[config.mk]
export PLATFORM = sky130hd
export DESIGN_NAME = pcol_div
export DESIGN_NICKNAME = d
export VERILOG_FILES = /design/src/rtl/core/particle_pair_collision_assert.svh /design/src/rtl/core/pcol_pkg.sv /design/src/rtl/core/pcol_div.sv
export SDC_FILE = /design/constraint.sdc
export NUM_CORES = 2
export LEC_CHECK = 0
export BUFFER_PORTS_ARGS = -buffer_cell sky130_fd_sc_hd__buf_2
export CAP_MARGIN = 20
export CELL_PAD_IN_SITES_DETAIL_PLACEMENT = 0
export CELL_PAD_IN_SITES_GLOBAL_PLACEMENT = 1
export CORE_AREA = 4 4 594 596
export CTS_CLUSTER_DIAMETER = 40
export DETAILED_ROUTE_END_ITERATION = 8
export DIE_AREA = 0 0 598 600
export PLACE_DENSITY = 0.87
export SYNTH_ARGS = -nofsm -noshare
export SYNTH_HDL_FRONTEND = slang
export SYNTH_SLANG_ARGS = --single-unit
[constraint.sdc]
create_clock -name clk -period 94.1 [get_ports clk]
set_clock_uncertainty 0.2 [all_clocks]
set_input_delay 18.82 -clock clk [delete_from_list [all_inputs] [get_ports clk]]
set_output_delay 18.82 -clock clk [all_outputs]
set_load 0.01 [all_outputs]
[src/rtl/core/particle_pair_collision_assert.svh]
// Assertion macros shared by the particle pair collision RTL.
`ifndef PARTICLE_PAIR_COLLISION_ASSERT_SVH
`define PARTICLE_PAIR_COLLISION_ASSERT_SVH
`ifndef NO_ASSERTIONS
`define PCOL_ASSERT(lbl, prop) \
	lbl: assert property (@(posedge clk) disable iff (!arst_n) (prop)) \
		else $error("pcol assertion failed");
`define PCOL_ASSERT_NEXT(lbl, pre, post) \
	lbl: assert property (@(posedge clk) disable iff (!arst_n) (pre) |=> (post)) \
		else $error("pcol assertion failed");
`else
`define PCOL_ASSERT(lbl, prop)
`define PCOL_ASSERT_NEXT(lbl, pre, post)
`endif
`endif

[src/rtl/core/pcol_pkg.sv]
// Types and constants shared by the particle pair collision modules.
`timescale 1ns / 1ps
`default_nettype none
package pcol_pkg;
	localparam int unsigned NUM_W = 40;
	localparam int unsigned DEN_W = 34;
	localparam int unsigned QUOT_W = 23;
	localparam int unsigned IMP_SHIFT = 14;
	localparam int unsigned HARD_SHIFT = 8;
	localparam logic [7:0] STICKY_LIMIT = 8'd50;
	localparam logic [7:0] HARD_RESET = 8'd255;

	typedef struct packed {
		logic signed [7:0]  vy2;
		logic signed [7:0]  vx2;
		logic signed [15:0] y2;
		logic signed [15:0] x2;
		logic signed [7:0]  vy1;
		logic signed [7:0]  vx1;
		logic signed [15:0] y1;
		logic signed [15:0] x1;
	} pair_t;

	typedef struct packed {
		pair_t              p;
		logic signed [16:0] dx;
		logic signed [16:0] dy;
		logic               dot_neg;
	} carry_t;
endpackage
`default_nettype wire

[src/rtl/core/pcol_div.sv]
// Restoring divider pipeline, one quotient bit per stage, payload alongside.
`timescale 1ns / 1ps
`default_nettype none
module pcol_div (
	input  wire logic                          clk,
	input  wire logic                          arst_n,
	input  wire logic                          in_valid,
	output logic                               in_ready,
	input  wire logic [pcol_pkg::NUM_W-1:0]    in_num,
	input  wire logic [pcol_pkg::DEN_W-1:0]    in_den,
	input  wire pcol_pkg::carry_t              in_carry,
	output logic                               out_valid,
	input  wire logic                          out_ready,
	output logic [pcol_pkg::QUOT_W-1:0]        out_quot,
	output pcol_pkg::carry_t                   out_carry
);
	localparam int QB = pcol_pkg::QUOT_W;
	localparam int WW = pcol_pkg::NUM_W + QB;

	logic v_s [0:QB];
	logic en [1:QB+1];
	logic [pcol_pkg::NUM_W-1:0] r_s [0:QB];
	logic [pcol_pkg::DEN_W-1:0] d_s [0:QB];
	logic [QB-1:0] q_s [0:QB];
	pcol_pkg::carry_t c_s [0:QB];

	assign v_s[0] = in_valid;
	assign r_s[0] = in_num;
	assign d_s[0] = in_den;
	assign q_s[0] = '0;
	assign c_s[0] = in_carry;
	assign en[QB+1] = out_ready;
	assign in_ready = en[1];

	for (genvar k = 1; k <= QB; k++) begin : g_stage
		localparam int SH = QB - k;
		logic [WW-1:0] wd;
		logic ge;
		assign en[k] = !v_s[k] || en[k+1];
		assign wd = WW'(d_s[k-1]) << SH;
		assign ge = WW'(r_s[k-1]) >= wd;
		always_ff @(posedge clk or negedge arst_n) begin
			if (!arst_n) begin
				v_s[k] <= 1'b0;
			end else if (en[k]) begin
				v_s[k] <= v_s[k-1];
			end
		end
		always_ff @(posedge clk) begin
			if (en[k]) begin
				r_s[k] <= ge ? r_s[k-1] - wd[pcol_pkg::NUM_W-1:0] : r_s[k-1];
				d_s[k] <= d_s[k-1];
				q_s[k] <= q_s[k-1] | (QB'(ge) << SH);
				c_s[k] <= c_s[k-1];
			end
		end
	end

	assign out_valid = v_s[QB];
	assign out_quot = q_s[QB];
	assign out_carry = c_s[QB];
endmodule
`default_nettype wire

# Yosys cells after proc, flatten, opt, wreduce, memory -nomap -nowiden
# Index checks and enable logic that the tools add are counted.
# totals
ff_bits	5171
out_inout_bits	156
in_bits	209
wordCells	478
# op_classes
add_sub_neg	22
n_mux	22
bitwise_logic	22
reduce_logical	46
order_cmp	23
# op_table
cell	n
2-to-1 mux 40 bit	22
subtractor 40 bit	17
>= comparator 40 x 56 -> 1 bit	1
>= comparator 40 x 55 -> 1 bit	1
>= comparator 40 x 54 -> 1 bit	1
>= comparator 40 x 53 -> 1 bit	1
>= comparator 40 x 52 -> 1 bit	1
>= comparator 40 x 51 -> 1 bit	1
>= comparator 40 x 50 -> 1 bit	1
>= comparator 40 x 49 -> 1 bit	1
>= comparator 40 x 48 -> 1 bit	1
>= comparator 40 x 47 -> 1 bit	1
>= comparator 40 x 46 -> 1 bit	1
>= comparator 40 x 45 -> 1 bit	1
>= comparator 40 x 44 -> 1 bit	1
>= comparator 40 x 43 -> 1 bit	1
>= comparator 40 x 42 -> 1 bit	1
>= comparator 40 x 41 -> 1 bit	1
>= comparator 40 x 34 -> 1 bit	1
>= comparator 40 x 35 -> 1 bit	1
>= comparator 40 x 36 -> 1 bit	1
>= comparator 40 x 37 -> 1 bit	1
>= comparator 40 x 38 -> 1 bit	1
>= comparator 40 x 39 -> 1 bit	1
other kinds (30)	74

# Logic depth before layout (Yosys ltp)
# logic_depth
ltp_word	24
mapped_depth	15
ltp_nobuf	14

# Least setup slack after synthesis
# No wires, ideal clock.
# synth_path
path_kind	input to output
from	input port out_ready
to	output port in_ready
cell_stages	9
slack_ns	28.154
required_ns	75.080
n_path_buf	0
arrival_ns	46.926
path_cell_list	nor2b_1 > nand2_1 > nor2_1 > and2_0 > nand4_1 > nor2_1 > nand4_1 > nor2_1 > nand4_1
# synth_lines
element	line_no	source
start, declared	pcol_div.sv:13	input wire logic out_ready,
end, declared	pcol_div.sv:8	output logic in_ready,

==> impl_metrics.toml <==
[pwr]
power.leakage_nw = 84.6
power_density_nw_per_um2 = 28.8
worst_ir_drop_vdd_uv = 21.5

[placed_design]
routabilityCongestion = 0.927
place_hpwl_mm = 258
portBuffers = 364

[timing]
tns_ps = 0
fin_hold_ws_ps = 180
relSlewSlack = 0.253
rsz0062_at_grt = "no"
fin_crit_sh = 0.460
setup_viol = 0
fmax_mhz = 23.1
hold_violations = 0
fin_crit_ps = 43290
tightest_slew_ps = 1120
slew_violations = 0

[detailed_routing]
wirelength_mm = 392
drt_pre_antenna_iters = 7
drtIter0Drc = 8762
drc = 0
post_drt_wl_per_cell_um = 23.0
detail-route-antenna-nets = 0
vias = 95100
post_drt_via_cell_ratio = 5.57

[clocking]
post_cts_resized = 0
clock_path_buffers = 4
cts_setup_buffers = 0
cts_tree = "yes"
clk_pin_slew_ps = 60
holdBufCountCts = 0
cts.sink_count = 4940
cts_made_buffers = 587
worstSkewPairLatency_ps = 1040
h-tree-depth = 6
root_buffer = "clkbuf_16"

[synth]
ys.warnings.count = 0
avgSynthCellArea_sq_um = 17.0
synth_edf_count = 4917
synth_area_leaders = "edfxtp_1, ha_1, inv_1, mux2_2, a21oi_1"
synthFlopType = "edfxtp_1"
syn_inst = 11200
ys_seq_elements = 4940
async_reset_ff_frac = 0.00466
synth_cell_type_count = 103
netlist.area_leader.share = 0.775
syn_area_sq_um = 190000
synth_top_area_cell = "edfxtp_1"
syn_nets = 12100
synth_most_common_cell = "edfxtp_1"
synth_common_cells = "edfxtp_1, inv_1, ha_1, a21oi_1, nand2_1"
ys_seq_area_frac = 0.778

[cells_and_area]
fillers = 24100
nets = 12900
syn_to_final_growth_pct = 13.9
drive_gt1_frac = 0.142

[floorplanning]
die_height_um = 600
rows = 217
die_w_um = 598
die_area_sq_um = 359000
pin_count = 365
core_area_sq_um = 348000
start_util = 0.547

[worst_setup_path]
arrival_ps = 24270
critPathLaunchType = "input port"
worstPathMaxFanout = 133
path_class = "input port to output pin"
r2r_slack_ps = 86250
rr_startpoint = "out_valid"
endpoint_kind = "output pin"
required_ps = 75080
r2r_end = "c_s[2930]"
startpoint = "out_ready"
r2r_cells = 16
cp-endpoint = "in_ready"

[global_route]
grt_max_degree = 154
grt_pass1_wl_mm = 587
antenna_found_initial = 33
track_usage = 0.215
grt_overflow_total = 0
grt_pass1_vias = 96200

[job]
drv_cap = 0

[run_status]
status = "complete, no violations"

[worst_hold_path]
hp-class = "flip-flop to flip-flop"
[sequential cells by signal, indices dropped and copies added, names as in the netlist]
register / flops
q_s: 253
c_s: 2882
out_carry: 131
d_s: 748
out_quot: 23
r_s: 880
out_valid: 1
v_s: 22
[where the power goes]
group | internal, W | switching (W) | total (W)
clock | 0.00133 | 0.000923 | 0.00225
combinational | 0.000412 | 0.000582 | 0.000994
sequential | 0.00284 | 0.000177 | 0.00301
[cell type report]
cell class,instances,area [sq um],share of cell area
Sequential cell,4940,148000,0.683
Inverter,841,3210,0.0148
Timing Repair Buffer,455,2730,0.0126
Antenna cell,4,10.0,0.0000461
Tap cell,4599,5750,0.0265
Clock buffer,686,15400,0.0710
Clock inverter,373,4070,0.0188
Multi-Input combinational cell,5165,37500,0.173
[metrics by stage]
stage               power (W)  worst slack, ps  area, sq um  instances   util
finish                0.00626            50810       217000      17100  0.623
detailed placement    0.00403            50770       197000      16000  0.567
global route          0.00654            50330       217000      17100  0.623
global placement      0.00399            50820       197000      16000  0.567
CTS                   0.00630            50730       217000      17100  0.623
floorplan             0.00373            28150       190000      11200      -
[per-layer routing]
metal / part of all wire / track usage / vias to the layer above / wire (um)
met2: 0.51 / 0.377 / 3243 / 199000
met3: 0.057 / 0.0287 / 737 / 22300
met4: 0.032 / 0.0687 / 6 / 12600
met1: 0.40 / 0.279 / 46900 / 158000
li1: - / - / 44200 / -
met5: 0.00010 / 0 / - / 41
[worst max-delay path, cell delays in order]
cell and delay, ps:
buf_2 100, nor2b_1 170, buf_4 230, nand2_4 500
nor2_1 590, and2_0 630, nand4_1 250, buf_12 290
nor2_1 690, nand4_1 160, buf_4 340, nor2_1 690
nand4_1 190, buf_4 310, buf_2 200
[worst min-delay path by stage]
stage / startpoint / end / slack, ps / depth (start not counted)
2_1_floorplan: c_s[1131] / c_s[1000] / 200 / 0
3_3_place_gp: c_s[432] / c_s[301] / 200 / 0
5_1_grt: q_s[241] / q_s[218] / 200 / 0
4_1_cts: q_s[101] / q_s[78] / 200 / 0
6_report: c_s[151] / out_carry[20] / 180 / 0
3_5_place_dp: c_s[1139] / c_s[1008] / 200 / 0
[cells in the final DEF, fill, tap and decap left out, drive strengths merged, types with 53 or more instances in the layout]
master  count
o21bai     53
ha        646
xnor2     298
a21oi     573
buf       454
a31oi      59
nor2      411
nand3     131
clkinv    191
clkbuf    687
edfxtp   4917
xor2      202
nor4       88
nor3       95
nand2     506
inv       931
a21o      298
o21ai     476
o21a       85
nand2b     97
mux2      281
nand4      86
nor2b      88
and3       66
[kinds of logic after synthesis]
family                     count (synthesis)  share of synthesized area
DFF                                     4940                      0.778
AOI/OAI and AO/OA                       1898                     0.0630
and+or+nand+nor                         1781                     0.0462
muxes                                    318                     0.0191
xor gates and xnor gates                 500                     0.0230
buffers and inverters                   1110                     0.0256
adders and majority gates                668                     0.0448
(Power assumes the default switching activity.)
