$ cat src/rtl/core/particle_pair_collision_assert.svh
// Assertion macros shared by the particle pair collision RTL.
`ifndef PARTICLE_PAIR_COLLISION_ASSERT_SVH
`define PARTICLE_PAIR_COLLISION_ASSERT_SVH
`ifndef NO_ASSERTIONS
`define PCOL_ASSERT(lbl, prop) \
	lbl: assert property (@(posedge clk) disable iff (!arst_n) (prop)) \
		else $error("pcol assertion failed");
`define PCOL_ASSERT_NEXT(lbl, pre, post) \
	lbl: assert property (@(posedge clk) disable iff (!arst_n) (pre) |=> (post)) \
		else $error("pcol assertion failed");
`else
`define PCOL_ASSERT(lbl, prop)
`define PCOL_ASSERT_NEXT(lbl, pre, post)
`endif
`endif

$ cat src/rtl/core/pcol_pkg.sv
// Types and constants shared by the particle pair collision modules.
`timescale 1ns / 1ps
`default_nettype none
package pcol_pkg;
	localparam int unsigned NUM_W = 40;
	localparam int unsigned DEN_W = 34;
	localparam int unsigned QUOT_W = 23;
	localparam int unsigned IMP_SHIFT = 14;
	localparam int unsigned HARD_SHIFT = 8;
	localparam logic [7:0] STICKY_LIMIT = 8'd50;
	localparam logic [7:0] HARD_RESET = 8'd255;

	typedef struct packed {
		logic signed [7:0]  vy2;
		logic signed [7:0]  vx2;
		logic signed [15:0] y2;
		logic signed [15:0] x2;
		logic signed [7:0]  vy1;
		logic signed [7:0]  vx1;
		logic signed [15:0] y1;
		logic signed [15:0] x1;
	} pair_t;

	typedef struct packed {
		pair_t              p;
		logic signed [16:0] dx;
		logic signed [16:0] dy;
		logic               dot_neg;
	} carry_t;
endpackage
`default_nettype wire

$ cat src/rtl/core/pcol_back.sv
// Back stages: impulse scaling, velocity update, saturation and stickiness.
`timescale 1ns / 1ps
`default_nettype none
module pcol_back (
	input  wire logic                          clk,
	input  wire logic                          arst_n,
	input  wire logic [7:0]                    hardness,
	input  wire logic                          in_valid,
	output logic                               in_ready,
	input  wire logic [pcol_pkg::QUOT_W-1:0]   in_quot,
	input  wire pcol_pkg::carry_t              in_carry,
	output logic                               out_valid,
	input  wire logic                          out_ready,
	output pcol_pkg::pair_t                    out_pair
);
	function automatic logic signed [7:0] sat8(input logic signed [29:0] v);
		if (v > 30'sd127) return 8'sh7f;
		if (v < -30'sd128) return 8'sh80;
		return v[7:0];
	endfunction

	function automatic logic signed [7:0] stick(input logic signed [7:0] v, input logic on);
		return (on && v < 8'sd2 && v > -8'sd2) ? 8'sd0 : v;
	endfunction

	logic v_s1, v_s2, v_s3, en1, en2, en3;
	pcol_pkg::carry_t c_s1, c_s2;
	logic signed [32:0] prod_s1;
	logic signed [41:0] mx_s2, my_s2;
	pcol_pkg::pair_t p_s3;

	assign en3 = !v_s3 || out_ready;
	assign en2 = !v_s2 || en3;
	assign en1 = !v_s1 || en2;
	assign in_ready = en1;

	always_ff @(posedge clk or negedge arst_n) begin
		if (!arst_n) begin
			v_s1 <= 1'b0;
			v_s2 <= 1'b0;
			v_s3 <= 1'b0;
		end else begin
			if (en1) v_s1 <= in_valid;
			if (en2) v_s2 <= v_s1;
			if (en3) v_s3 <= v_s2;
		end
	end

	logic signed [23:0] qn;
	logic signed [24:0] imp;
	assign qn = -$signed({1'b0, in_quot});
	assign imp = prod_s1[32:pcol_pkg::HARD_SHIFT];

	always_ff @(posedge clk) begin
		if (en1) begin
			c_s1 <= in_carry;
			prod_s1 <= qn * $signed({1'b0, hardness});
		end
		if (en2) begin
			c_s2 <= c_s1;
			mx_s2 <= imp * c_s1.dx;
			my_s2 <= imp * c_s1.dy;
		end
	end

	logic signed [27:0] xi, yi;
	logic sticky_on;
	pcol_pkg::pair_t np;

	always_comb begin
		xi = mx_s2[41:pcol_pkg::IMP_SHIFT];
		yi = my_s2[41:pcol_pkg::IMP_SHIFT];
		sticky_on = hardness < pcol_pkg::STICKY_LIMIT;
		np = c_s2.p;
		if (c_s2.dot_neg) begin
			np.vx1 = stick(sat8(30'(c_s2.p.vx1) + 30'(xi)), sticky_on);
			np.vy1 = stick(sat8(30'(c_s2.p.vy1) + 30'(yi)), sticky_on);
			np.vx2 = stick(sat8(30'(c_s2.p.vx2) - 30'(xi)), sticky_on);
			np.vy2 = stick(sat8(30'(c_s2.p.vy2) - 30'(yi)), sticky_on);
		end
	end

	always_ff @(posedge clk) begin
		if (en3) p_s3 <= np;
	end

	assign out_valid = v_s3;
	assign out_pair = p_s3;
endmodule
`default_nettype wire

$ cat config.mk
export PLATFORM = sky130hd
export DESIGN_NAME = pcol_back
export DESIGN_NICKNAME = d
export VERILOG_FILES = /design/src/rtl/core/particle_pair_collision_assert.svh /design/src/rtl/core/pcol_pkg.sv /design/src/rtl/core/pcol_back.sv
export SDC_FILE = /design/constraint.sdc
export NUM_CORES = 2
export LEC_CHECK = 0
export BUFFER_PORTS_ARGS = -buffer_cell sky130_fd_sc_hd__clkbuf_2
export CORE_ASPECT_RATIO = 1.1
export CORE_MARGIN = 8
export CORE_UTILIZATION = 39
export CTS_BUF_LIST = sky130_fd_sc_hd__clkbuf_4 sky130_fd_sc_hd__clkbuf_8
export DETAILED_ROUTE_END_ITERATION = 7
export GPL_TIMING_DRIVEN = 0
export PLACE_DENSITY = 0.55
export REMOVE_ABC_BUFFERS = 1
export SYNTH_ARGS = -nofsm -noshare
export SYNTH_HDL_FRONTEND = slang
export SYNTH_SLANG_ARGS = --single-unit
$ cat constraint.sdc
create_clock -name clk -period 13.87 [get_ports clk]
set_input_delay 0.6935 -clock clk [delete_from_list [all_inputs] [get_ports clk]]
set_output_delay 0.6935 -clock clk [all_outputs]
set_load 0.01 [all_outputs]
## After elaboration in Yosys (flattened, before gate mapping)

Cells that the tools add are included.

- Bits in registers: 444
- Latch bits: 0
- Memory bits (writable): 0
- Memory bits (read-only): 0
- Input bits: 166
- Output and inout port bits: 98
- Memories kept: 0

- Add/sub/neg operators: 5
- Multipliers: 3
- Divide/modulo/power cells: 0
- Magnitude comparators: 17
- Equal/unequal tests: 0
- Shift-type cells: 0
- Muxes and demuxes: 46
- Bitwise operators: 0
- Reductions and logical operators: 14

Operators with widths:

| cell | number |
|---|---|
| two-way mux 8 bit | 24 |
| > comparator 29 x 8 -> 1 bit, second input constant | 4 |
| less-than comparator 29 x 8 -> 1 bit, second input constant | 4 |
| multiplier 25 x 17 -> 42 bit | 2 |
| adder 8 x 28 -> 29 bit | 2 |
| subtractor 8 x 28 -> 29 bit | 2 |
| multiplier 24 x 9 -> 33 bit | 1 |
| > comparator 8 x 2 -> 1 bit, second input constant | 4 |
| less-than comparator 8 x 3 -> 1 bit, second input constant | 4 |
| two-way mux 16 bit | 2 |
| negation 23 -> 24 bit | 1 |
| two-way mux 1 bit | 20 |
| logical AND 1 bit | 8 |
| less-than comparator 8 x 6 -> 1 bit, second input constant | 1 |
| logical NOT 1 bit | 3 |
| logical OR 1 bit | 3 |

## Longest topological paths before layout

- Depth in word-level cells: 14
- Mapped depth: 29
- Mapped depth without buffers: 29

## Worst setup path after synthesis

OpenSTA, ideal clock, no wires.

- Path type: input to register
- Start point: input port out_ready
- End point: register c_s1[0] (netlist bit) (enable)
- Library setup time: 2.057 ns
- Data arrival time: 5.120 ns
- Required time: 11.813 ns
- Setup slack: 6.693 ns
- Stages on the path: 1
- Buffers on the path: 0
- Cells stage by stage: nand4b_1

- Cells in the longest elaborated chain, start to end: 3

Ends and longest elaborated chain:

| item | line | RTL |
|---|---|---|
| start: declaration | pcol_back.sv:13 | `input wire logic out_ready,` |
| logical OR 1 bit | pcol_back.sv:32 | `assign en3 = !v_s3 \|\| out_ready;` |
| logical OR 1 bit | pcol_back.sv:33 | `assign en2 = !v_s2 \|\| en3;` |
| logical OR 1 bit | pcol_back.sv:34 | `assign en1 = !v_s1 \|\| en2;` |
| end signal: assignment | pcol_back.sv:56 | `c_s1 <= in_carry;` |
| end: declaration | pcol_back.sv:27 | `pcol_pkg::carry_t c_s1, c_s2;` |

Every way passes these cells.
A chain may end at the register's enable or synchronous reset.

## Final worst setup path

- Start point: register c_s1[21] (netlist bit)
- End point: register mx_s2[40], data pin

- Cells in the longest elaborated chain, start to end: 1

Ends and longest elaborated chain:

| item | line | RTL |
|---|---|---|
| multiplier 25 x 17 -> 42 bit | pcol_back.sv:61 | `mx_s2 <= imp * c_s1.dx;` |
| end signal: assignment | pcol_back.sv:61 |  |
| end: declaration | pcol_back.sv:29 | `logic signed [41:0] mx_s2, my_s2;` |

Every way passes these cells.

==> flow_summary.ini <==
[floorplan]
die_w_um = 377
dieHeight_um = 413
num_rows = 145
fp.dieArea_um2 = 156000
num_io_pins = 264
core_um2 = 142000
start_util_pct = 39.3

[global_route]
grt_pass1_wl_um = 220000
grt-ovfl-total = 0
grt_pass1_vias = 41600
grt_antenna_before_repair = 11
grt_max_degree = 50
grt_usage_pct = 17.4

[timing]
min_period_ps = 8460
rsz0062_at_grt = no
hold_viol_final = 0
timing.fmax_mhz = 118
final-setup-viol-count = 0
maxSlewHeadroom_pct = 6.98
final.setup.worst_slack_ps = 5410
slew_violations = 0
tightest_slew_ps = 1400
finalCritPeriodShare_pct = 61.0
skew_ps = 56.9
finalSetupTns_ps = 0

[cts]
clock_latency_ps = 760
clkSinkCount = 408
cts_buffers = 71
clockBufferDepth = 3
clk_pin_slew_ps = 60
htree_levels = 3
cts_tree = yes
root_buffer = clkbuf_8
cts_setup_buffers = 0

[final_layout]
n_fill_cell = 14000
drive_gt1_share_pct = 7.94
area_delta_synth_final_pct = 10.4
multi_input_area_um2 = 38500
fin_nets = 7347
fin_area_um2 = 61700
instances_no_fill = 7798
ff_latch_area_um2 = 12200

[synthesis]
ys.flop_type = edfxtp_1
ys_warn_count = 0
synth_area_leaders = fa_1 35%, edfxtp_1 22%, ha_1 8.3%
ys_types = 89
post-synth-top-area-cell = fa_1
synth.ff_latch_count = 408
synth_edf_count = 405
syn_area_um2 = 55900
syn_inst = 5618
synth_seq_area_share_pct = 21.9
synth_top_area_share_pct = 35.2
syn_area_per_cell_um2 = 9.95
async_flop_share_pct = 0.735

[critical_path]
arrival_ps = 8970
path_buf_inv = 3
max_stage_delay_ps = 1180
worst_path_most_repeated_cell = fa_1
end_kind = register
crit_slowest_cell = edfxtp_1
cp_max_fo = 25
cp_cell_sequence = nand2_1, fa_1, fa_1, fa_1, fa_1, inv_1, fa_1, inv_1, fa_1, inv_1, ha_1, nand2_1, or2_2, a211oi_1, o21ai_0, a21oi_1, o2111ai_1, a211oi_1, a221oi_1, a21oi_1, and3_1, o22ai_1, xnor2_1
crit_type = reg2reg
setup.worst_path.start_class = register
crit_family = adder cells
cp.required_ps = 14380

[worst_hold_path]
min_path_type = in2reg

[outcome]
status = finished clean

[placement]
gp_congestion = 0.851
dp_cells = 7637
dpl_worst_slack_ps = 5240
dpl.hpwl_um = 108000
io_buffer_count = 263
placed_area_um2 = 59700

[routing]
drc = 0
ant_nets = 0
vias = 38700
routed_wl_um = 133000
first_pass_iters = 6
drt_iter0_drc = 1859
vias_per_cell = 4.97
wl_per_cell_um = 17.1

[flow_run]
maxCapViolations = 0
[sequential cells by signal (all words and copies together) (netlist names)]
signal,cells
my_s2,28
out_pair,96
prod_s1,25
c_s1,131
v_s2,1
mx_s2,28
c_s2,97
v_s1,1
out_valid,1
[worst register-to-register path, stage by stage, from the launching register on]
cell and delay, ps:
edfxtp_1 1180, nand2_1 200, fa_1 550, fa_1 590, fa_1 450, fa_1 550, inv_1 50, fa_1 480
inv_1 50, fa_1 470, inv_1 40, ha_1 320, nand2_1 80, or2_2 290, a211oi_1 320, o21ai_0 200
a21oi_1 420, o2111ai_1 280, a211oi_1 620, a221oi_1 320, a21oi_1 330, and3_1 220, o22ai_1 100, xnor2_1 150
[cells by family (layout without fill, tap and decap cells)]
family,after synthesis,after routing,share of synthesized area (%)
adders and majority gates,1352,1352,43.5
buffers and inverters,1390,1653,9.34
AOI/OAI and AO/OA,594,594,7.27
other,0,6,0
muxes,11,11,0.206
and+or+nand+nor,1700,1700,15.3
xor gates and xnor gates,163,163,2.55
DFF,408,408,21.9
[final timing paths]
| check | startpoint | to | slack [ps] | cells past startpoint |
|---|---|---|---|---|
| worst min register to register | c_s1[118]$_DFFE_PP_ | c_s2[118]$_DFFE_PP_ | 380 | 0 |
| worst max-delay path | c_s1[21]$_DFFE_PP_ | mx_s2[40]$_DFFE_PP_ | 5410 | 23 |
| min in group asynchronous | arst_n | v_s1$_DFFE_PN0P_ | 320 | 2 |
| worst min-delay path | in_carry[75] | c_s1[75]$_DFFE_PP_ | 130 | 1 |
| max in group asynchronous | arst_n | v_s2$_DFFE_PN0P_ | 13440 | 2 |
| worst max register to register | c_s1[21]$_DFFE_PP_ | mx_s2[40]$_DFFE_PP_ | 5410 | 23 |
[routing by layer]
metal,global-route usage [%],vias up,share of wire (%)
li1,-,18100,-
met1,23.6,19700,46
met2,29.1,736,47
met3,2.55,173,4.7
met4,5.01,10,2.5
met5,0,-,0.047
[cell type report]
| type | instances | area share (%) |
|---|---|---|
| diodes | 6 | 0.0243 |
| clock buffers | 87 | 1.80 |
| clock inverters | 38 | 0.647 |
| inverters | 1195 | 7.27 |
| multi-input cells | 3820 | 62.3 |
| flip-flops and latches | 408 | 19.8 |
| well taps | 1911 | 3.87 |
| repair buffers | 333 | 4.27 |
[metrics by stage]
stage	utilization, %	hold WS, ps
floorplan	-	398
global placement	41.4	400
detailed placement	42.0	405
CTS	43.2	1.33
global route	43.4	57.0
finish	43.4	127
[synth_stat cells (13+ instances only)]
| cell | count |
|---|---|
| a211oi_1 | 26 |
| a21o_1 | 55 |
| a21oi_1 | 161 |
| a31oi_1 | 16 |
| and2_1 | 485 |
| and3_1 | 16 |
| clkbuf_1 | 189 |
| edfxtp_1 | 405 |
| fa_1 | 983 |
| ha_1 | 369 |
| inv_1 | 1194 |
| nand2_1 | 619 |
| nand2b_1 | 52 |
| nand3_1 | 52 |
| nand4_1 | 35 |
| nor2_1 | 212 |
| nor2b_1 | 28 |
| nor3_1 | 77 |
| nor4_1 | 24 |
| o211ai_1 | 32 |
| o21a_1 | 43 |
| o21ai_0 | 86 |
| or3_1 | 27 |
| or4_1 | 13 |
| xnor2_1 | 114 |
| xor2_1 | 49 |
[placed cells by master, fill, tap and decap left out, drive strengths merged, types with 24 or more instances in the layout]
cell type and n:
inv 1201, fa 983, nand2 619, and2 485
edfxtp 405, ha 369, clkbuf 350, nor2 212
a21oi 165, xnor2 114, o21ai 94, nor3 77
a21o 55, nand3 52, nand2b 52, xor2 49
buf 49, o21a 44, nand4 35, o211ai 32
nor2b 28, a211oi 28, or3 27, nor4 24
[repair_timing]
action                                  in CTS  in global routing
endpoints found under the hold margin       23                  0
hold buffers                                21                  0
resized for setup                            0                  0
endpoints found under the setup margin       0                  0
Power is left out: the tool's default activity adds up to more than one toggle a clock period on the data nets, which glitch-free logic cannot reach.
