[config.mk]
export PLATFORM = sky130hd
export DESIGN_NAME = pcol_front
export DESIGN_NICKNAME = d
export VERILOG_FILES = /design/src/rtl/core/particle_pair_collision_assert.svh /design/src/rtl/core/pcol_pkg.sv /design/src/rtl/core/pcol_front.sv
export SDC_FILE = /design/constraint.sdc
export NUM_CORES = 2
export LEC_CHECK = 0
export ABC_AREA = 1
export ABC_CLOCK_PERIOD_IN_PS = 11770
export BUFFER_PORTS_ARGS = -buffer_cell sky130_fd_sc_hd__buf_2
export CORE_MARGIN = 3
export CORE_UTILIZATION = 65
export CTS_BUF_LIST = sky130_fd_sc_hd__clkbuf_4
export DETAILED_ROUTE_END_ITERATION = 10
export GPL_TIMING_DRIVEN = 0
export MAX_ROUTING_LAYER = met4
export PLACE_DENSITY = 0.81
export SYNTH_ARGS = -nofsm -noshare
export SYNTH_HDL_FRONTEND = slang
export SYNTH_SLANG_ARGS = --single-unit
[constraint.sdc]
create_clock -name clk -period 11.77 [get_ports clk]
set_clock_uncertainty 0.15 [all_clocks]
set_input_delay 1.177 -clock clk [delete_from_list [all_inputs] [get_ports clk]]
set_output_delay 1.177 -clock clk [all_outputs]
set_load 0.01 [all_outputs]
[src/rtl/core/particle_pair_collision_assert.svh]
// Assertion macros shared by the particle pair collision RTL.
`ifndef PARTICLE_PAIR_COLLISION_ASSERT_SVH
`define PARTICLE_PAIR_COLLISION_ASSERT_SVH
`ifndef NO_ASSERTIONS
`define PCOL_ASSERT(lbl, prop) \
	lbl: assert property (@(posedge clk) disable iff (!arst_n) (prop)) \
		else $error("pcol assertion failed");
`define PCOL_ASSERT_NEXT(lbl, pre, post) \
	lbl: assert property (@(posedge clk) disable iff (!arst_n) (pre) |=> (post)) \
		else $error("pcol assertion failed");
`else
`define PCOL_ASSERT(lbl, prop)
`define PCOL_ASSERT_NEXT(lbl, pre, post)
`endif
`endif

[src/rtl/core/pcol_pkg.sv]
// Types and constants shared by the particle pair collision modules.
`timescale 1ns / 1ps
`default_nettype none
package pcol_pkg;
	localparam int unsigned NUM_W = 40;
	localparam int unsigned DEN_W = 34;
	localparam int unsigned QUOT_W = 23;
	localparam int unsigned IMP_SHIFT = 14;
	localparam int unsigned HARD_SHIFT = 8;
	localparam logic [7:0] STICKY_LIMIT = 8'd50;
	localparam logic [7:0] HARD_RESET = 8'd255;

	typedef struct packed {
		logic signed [7:0]  vy2;
		logic signed [7:0]  vx2;
		logic signed [15:0] y2;
		logic signed [15:0] x2;
		logic signed [7:0]  vy1;
		logic signed [7:0]  vx1;
		logic signed [15:0] y1;
		logic signed [15:0] x1;
	} pair_t;

	typedef struct packed {
		pair_t              p;
		logic signed [16:0] dx;
		logic signed [16:0] dy;
		logic               dot_neg;
	} carry_t;
endpackage
`default_nettype wire

[src/rtl/core/pcol_front.sv]
// Front stages: distances, products, nudge and push, divider operands.
`timescale 1ns / 1ps
`default_nettype none
module pcol_front #(
	parameter int HARD_RADIUS = 64
) (
	input  wire logic                          clk,
	input  wire logic                          arst_n,
	input  wire logic                          in_valid,
	output logic                               in_ready,
	input  wire pcol_pkg::pair_t               in_pair,
	input  wire logic                          in_push,
	output logic                               out_valid,
	input  wire logic                          out_ready,
	output pcol_pkg::carry_t                   out_carry,
	output logic [pcol_pkg::NUM_W-1:0]         out_num,
	output logic [pcol_pkg::DEN_W-1:0]         out_den
);
	localparam logic signed [16:0] DIAM = 17'(2 * HARD_RADIUS);
	localparam logic [33:0] NEAR_SQ = 34'(2 * HARD_RADIUS * HARD_RADIUS);

	function automatic logic signed [15:0] sat16(input logic signed [17:0] v);
		if (v > 18'sd32767) return 16'sh7fff;
		if (v < -18'sd32768) return 16'sh8000;
		return v[15:0];
	endfunction

	logic v_s1, v_s2, v_s3, en1, en2, en3;
	pcol_pkg::pair_t p_s1, p_s2;
	logic push_s1, push_s2;
	logic signed [16:0] dx_s1, dy_s1, dx_s2, dy_s2;
	logic signed [8:0] rvx_s1, rvy_s1, rvx_s2, rvy_s2;
	logic signed [33:0] xx_s2, yy_s2;
	logic signed [25:0] px_s2, py_s2;
	pcol_pkg::carry_t c_s3;
	logic [pcol_pkg::NUM_W-1:0] num_s3;
	logic [pcol_pkg::DEN_W-1:0] den_s3;

	assign en3 = !v_s3 || out_ready;
	assign en2 = !v_s2 || en3;
	assign en1 = !v_s1 || en2;
	assign in_ready = en1;

	always_ff @(posedge clk or negedge arst_n) begin
		if (!arst_n) begin
			v_s1 <= 1'b0;
			v_s2 <= 1'b0;
			v_s3 <= 1'b0;
		end else begin
			if (en1) v_s1 <= in_valid;
			if (en2) v_s2 <= v_s1;
			if (en3) v_s3 <= v_s2;
		end
	end

	always_ff @(posedge clk) begin
		if (en1) begin
			p_s1 <= in_pair;
			push_s1 <= in_push;
			dx_s1 <= 17'(in_pair.x2) - 17'(in_pair.x1);
			dy_s1 <= 17'(in_pair.y2) - 17'(in_pair.y1);
			rvx_s1 <= 9'(in_pair.vx2) - 9'(in_pair.vx1);
			rvy_s1 <= 9'(in_pair.vy2) - 9'(in_pair.vy1);
		end
	end

	always_ff @(posedge clk) begin
		if (en2) begin
			p_s2 <= p_s1;
			push_s2 <= push_s1;
			dx_s2 <= dx_s1;
			dy_s2 <= dy_s1;
			rvx_s2 <= rvx_s1;
			rvy_s2 <= rvy_s1;
			xx_s2 <= dx_s1 * dx_s1;
			yy_s2 <= dy_s1 * dy_s1;
			px_s2 <= dx_s1 * rvx_s1;
			py_s2 <= dy_s1 * rvy_s1;
		end
	end

	logic [33:0] dsq, dsq_e;
	logic zero, near, inx, iny;
	logic signed [26:0] dot, dot_mag;
	logic signed [17:0] nx, ny, pxv, pyv;
	logic signed [17:0] dx1, dy1, dx2, dy2;
	pcol_pkg::pair_t np;

	always_comb begin
		dsq = $unsigned(xx_s2) + $unsigned(yy_s2);
		zero = (dx_s2 == 17'sd0) && (dy_s2 == 17'sd0);
		dsq_e = zero ? 34'd1 : dsq;
		dot = 27'(px_s2) + 27'(py_s2);
		dot_mag = -dot;
		near = dsq_e < NEAR_SQ;
		inx = near && (dx_s2 < DIAM) && (dx_s2 > -DIAM);
		iny = near && (dy_s2 < DIAM) && (dy_s2 > -DIAM);
		nx = !zero ? 18'sd0 : (rvx_s2 < 9'sd0 ? -18'sd1 : 18'sd1);
		ny = !zero ? 18'sd0 : (rvy_s2 < 9'sd0 ? -18'sd1 : 18'sd1);
		pxv = dx_s2 <= 17'sd0 ? -18'sd1 : 18'sd1;
		pyv = dy_s2 <= 17'sd0 ? -18'sd1 : 18'sd1;
		dx1 = nx - ((inx && push_s2) ? pxv : 18'sd0);
		dy1 = ny - ((iny && push_s2) ? pyv : 18'sd0);
		dx2 = -nx + ((inx && !push_s2) ? pxv : 18'sd0);
		dy2 = -ny + ((iny && !push_s2) ? pyv : 18'sd0);
		np = p_s2;
		np.x1 = sat16(18'(p_s2.x1) + dx1);
		np.y1 = sat16(18'(p_s2.y1) + dy1);
		np.x2 = sat16(18'(p_s2.x2) + dx2);
		np.y2 = sat16(18'(p_s2.y2) + dy2);
	end

	always_ff @(posedge clk) begin
		if (en3) begin
			c_s3.p <= np;
			c_s3.dx <= dx_s2;
			c_s3.dy <= dy_s2;
			c_s3.dot_neg <= dot < 27'sd0;
			num_s3 <= (dot < 27'sd0) ? {dot_mag[25:0], 14'd0} : '0;
			den_s3 <= dsq_e;
		end
	end

	assign out_valid = v_s3;
	assign out_carry = c_s3;
	assign out_num = num_s3;
	assign out_den = den_s3;
endmodule
`default_nettype wire

Yosys cells after proc, flatten, opt, wreduce, memory -nomap -nowiden
Index checks and enable logic that the tools add are counted.

Register bits after elaboration: 626. Bits in latches: 0. Bits in writable memories: 0. ROM bits: 0. Input bits: 101. Output and inout port bits: 207. Word-level logic and storage cells: 143. Memories kept: 0.

$add $sub $neg: 17. $mul: 4. Divide/modulo/power cells: 0. $lt $le $gt $ge: 18. Equal/unequal tests: 0. Shift-type cells: 0. Multiplexer cells: 39. Bitwise gates (word level): 0. Reductions and logical operators: 18.

Operators by type and width (number): 2-to-1 mux 16 bit (16); 2-to-1 mux 18 bit (10); adder 16 x 18 -> 18 bit (4); greater-than comparator 18 x 16 -> 1 bit (second input constant) (4); < comparator 18 x 16 -> 1 bit (second input constant) (4); multiplier 17 x 17 -> 34 bit (2); multiplier 17 x 9 -> 26 bit (2); adder 18 bit (2); negator 18 bit (2); subtractor 18 bit (2); adder 34 bit (1); greater-than comparator 17 x 8 -> 1 bit (second input constant) (2); <= comparator 17 x 1 -> 1 bit (second input constant) (2); logical NOT 17 bit (2); < comparator 17 x 9 -> 1 bit (second input constant) (2); < comparator 34 x 14 -> 1 bit (second input constant) (1); 2-to-1 mux 34 bit (1); subtractor 16 x 16 -> 17 bit (2); adder 26 x 26 -> 27 bit (1); < comparator 27 x 1 -> 1 bit (second input constant) (1); negator 26 bit (1); < comparator 9 x 1 -> 1 bit (second input constant) (2); subtractor 8 x 8 -> 9 bit (2); 2-to-1 mux 1 bit (12); 3 further kinds (16).

Depth between registers and ports, before layout
Depth after elaboration: 15. Gate-level depth with buffers: 37.

Worst setup path after synthesis
OpenSTA, ideal clock, no wires.

Path kind: input to register. From: input out_ready. To: register dx_s2[0], enable pin. Setup time: 0.596 ns. Arrival: 10.489 ns. Required time: 11.024 ns. Path slack: 0.535 ns. Stages on the path: 4. Cells stage by stage: inv_1 > nand2_1 > nor2_1 > inv_1.

Word-level cells in the longest chain between the ends: 2.

Ends and longest elaborated chain: start: declaration (RTL line pcol_front.sv:14) `input wire logic out_ready,`; logical OR 1 bit (RTL line pcol_front.sv:39) `assign en3 = !v_s3 || out_ready;`; via en3 (RTL line pcol_front.sv:28) `logic v_s1, v_s2, v_s3, en1, en2, en3;`; logical OR 1 bit (RTL line pcol_front.sv:40) `assign en2 = !v_s2 || en3;`; via en2 (RTL line pcol_front.sv:28); end signal: assignment (RTL line pcol_front.sv:71) `dx_s2 <= dx_s1;`; end: declaration (RTL line pcol_front.sv:31) `logic signed [16:0] dx_s1, dy_s1, dx_s2, dy_s2;`.

The timed path passes the listed nets, and every way through them passes these cells. A chain may end at the register's enable or synchronous reset.

Worst setup path after layout
From: register dx_s1[16]. To: register xx_s2[33] (data pin).

Word-level cells in the longest chain between the ends: 1.

Ends and longest elaborated chain: start: declaration (RTL line pcol_front.sv:31); start signal: assignment (RTL line pcol_front.sv:60) `dx_s1 <= 17'(in_pair.x2) - 17'(in_pair.x1);`; multiplier 17 x 17 -> 34 bit (RTL line pcol_front.sv:75) `xx_s2 <= dx_s1 * dx_s1;`; end signal: assignment (RTL line pcol_front.sv:75); end: declaration (RTL line pcol_front.sv:33) `logic signed [33:0] xx_s2, yy_s2;`.

Every way passes these cells.

==> flow_metrics.tcl <==
set metrics [dict create \
    crit_slowest_cell "fa_1" \
    syn_area_per_cell_um2 9.27 \
    outcome "finished clean" \
    clockBufferDepth 3 \
    antenna_found_initial 4 \
    wire_per_inst_um 17.9 \
    yosys.area.top_type_share_pct 28.6 \
    met1Wirelength_um 59600 \
    rsz0062_at_grt "no" \
    endpoint_kind "flop" \
    wl_met3_um 11700 \
    synth_area_leaders "edfxtp_1 29%, fa_1 28%, inv_1 11%" \
    io_pins 308 \
    setup_violations 0 \
    critical_path_required_ns 12.36 \
    synth_flop_cell "edfxtp_1" \
    path_cells "clkbuf_1 > clkbuf_1 > nand2_1 > inv_1 > fa_1 > fa_1 > inv_1 > fa_1 > fa_1 > fa_1 > fa_1 > inv_1 > ha_1 > nand2_1 > nor4_1 > nand3_1 > nand3_1 > a31oi_1 > xnor2_1" \
    maxCapViolCount 0 \
    min_period_over_period_pct 65.8 \
    timing.slew.headroom_pct 19.9 \
    period_needed_ns 7.75 \
    cts-root-buf "clkbuf_4" \
    finalMaxSlewViolations 0 \
    synth_common_cells "1758 x inv_1, 1369 x nand2_1, 864 x fa_1, 589 x edfxtp_1, 463 x ha_1" \
    async_reset_ff_share_pct 0.507 \
    post-synth-top-count-cell "inv_1" \
    clock_sinks 592 \
    holdCritPathClass "in2reg" \
    htreeDepth 4 \
    grt_pass1_wl_um 245000 \
    slowest_delay_ns 0.61 \
    dr.pass1.iters 6 \
    coreArea_um2 93700 \
    grt_use_total_pct 32.9 \
    ant_nets 0 \
    clk_latency_ns 1.12 \
    yosysWarnings 0 \
    fin_hold_ws_ns 0.158 \
    worst_setup_path_start_kind "flop" \
    final_core_util_pct 71.7 \
    vias 45336 \
    worst_pin_slew_ns 1.20 \
    rows 112 \
    place.gp.congestion 0.993 \
    yosysSeqAreaShare_pct 28.8 \
    fmax_ghz 0.129 \
    grt_pass1_vias 47216 \
    wl_um 152000 \
    post_cts_buffers 0 \
    synth_area_um2 61800 \
    die_h_um 314 \
    synth_edf_count 589 \
    dp_hpwl_um 125000 \
    cts-buffers-inserted 153 \
    path_class "reg2reg" \
    synth.distinct_cells 60 \
    cp.arrival_ns 8.34 \
    gr-total-overflow 0 \
    synth_seq_cells 592 \
    synth_top_cell_by_area "edfxtp_1" \
    die-area_um2 98800 \
    synthToLayoutAreaGrowth_pct 8.78 \
    synth_cells 6661 \
    drt-vias-per-instance 5.33 \
    route.top_layer_used "met4" \
    clk_pin_slew_ns 0.09 \
    start_util_pct 65.9 \
    final_nets 8562 \
    hold_violations 0 \
    crit_top_cell "fa_1" \
    route.detailed.drc 0 \
    io_buffers 293 \
    die-width_um 314 \
    drt_iter0_drc 3318 \
    grt_start_max_net_pins 110 \
    drive_above_1_share_pct 9.20 \
    cts_tree "built" \
    met2_length_um 73700 \
    path_max_fanout 10 \
]
[logic make-up after synthesis]
logic type | Yosys count | share of synthesized area, %
XOR/XNOR | 261 | 3.72
AND/OR/NAND/NOR | 1979 | 13.2
flip-flops | 592 | 28.8
buffers and inverters | 1946 | 12.0
other | 1 | 0.00607
adder cells (fa/ha/maj) | 1327 | 37.4
AO/OA/AOI/OAI | 555 | 4.97
[routing by layer]
layer	up-vias	track usage (%)
li1	21311	-
met1	21757	40.7
met2	1841	53.4
met3	427	6.00
met4	0	14.6
met5	-	-
[path summary, 6_finish.rpt]
check / start / slack [ns] / cells after the start / end
setup / recovery: dx_s1[16] / 4.02 / 19 / xx_s2[33]
hold / removal: in_pair[74] / 0.16 / 1 / p_s1[74]
max in group asynchronous: arst_n / 11.03 / 2 / out_valid
min in group asynchronous: arst_n / 0.31 / 2 / v_s1
hold reg to reg: p_s1[87] / 0.22 / 0 / np[87]
setup reg to reg: dx_s1[16] / 4.02 / 19 / xx_s2[33]
[final cells by class]
type / instances / area, um2
repair buffers: 305 / 1690
clock buffers: 199 / 1490
flip-flops and latches: 592 / 17800
fillers: 6941 / 26600
diodes: 6 / 15.0
plain buffers: 165 / 717
well taps: 1254 / 1570
clock inverters: 70 / 582
multi-input cells: 4136 / 36700
inverters: 1781 / 6690
[state kept, by name, summed over array words and instances (netlist names), 26 cells and up]
signal,count
yy_s2,32
px_s2,26
xx_s2,32
np,32
out_carry,131
py_s2,26
out_num,26
p_s1,96
out_den,34
p_s2,64
[what timing repair did]
action | in CTS | in global routing
resized for setup | 0 | 0
hold buffers | 5 | 0
endpoints found under the hold margin | 7 | 0
[stage by stage]
| step | cell area, um2 | setup TNS (ns) | setup slack (ns) | std cells |
|---|---|---|---|---|
| finish | 67200 | 0 | 4.02 | 8508 |
| global placement | 64900 | -1189.63 | -3.83 | 8221 |
| detailed placement | 65100 | 0 | 4.13 | 8228 |
| CTS | 67200 | 0 | 4.08 | 8502 |
| global route | 67200 | 0 | 3.78 | 8506 |
| floorplan | 61800 | 0 | 0.535 | 6674 |
[worst max-delay path: cells and delay by family, from the launching register on]
kind | cells | cell delay [ns]
xor+xnor | 1 | 0.53
flops | 1 | 0.50
compound gates | 1 | 0.14
simple gates | 5 | 1.18
fa+ha+maj | 7 | 3.48
buf+inv | 5 | 1.46
[cell usage in the layout (no fill, tap or decap), types with 7 or more instances in the layout]
cell,n
o21ai_0,135
xnor2_1,104
xor2_1,155
inv_1,1757
nand4_1,67
o21bai_1,17
nand3_1,144
nor3_1,33
fa_1,864
o211ai_1,13
a21o_1,16
nand2_2,12
clkbuf_1,135
ha_1,463
nand2_1,1367
inv_2,23
or2_2,11
conb_1,14
clkbuf_4,199
a21oi_1,291
a31oi_1,21
o21a_1,7
clkinv_1,31
o31ai_1,8
nor4_1,9
clkinv_2,19
o21ai_1,19
and2_1,7
buf_2,299
nand3b_1,13
bufinv_16,9
nor2_1,272
edfxtp_1,589
buf_4,19
nor2_2,20
Power is left out: the tool's default activity adds up to more than one toggle a clock period on the data nets, which glitch-free logic cannot reach.
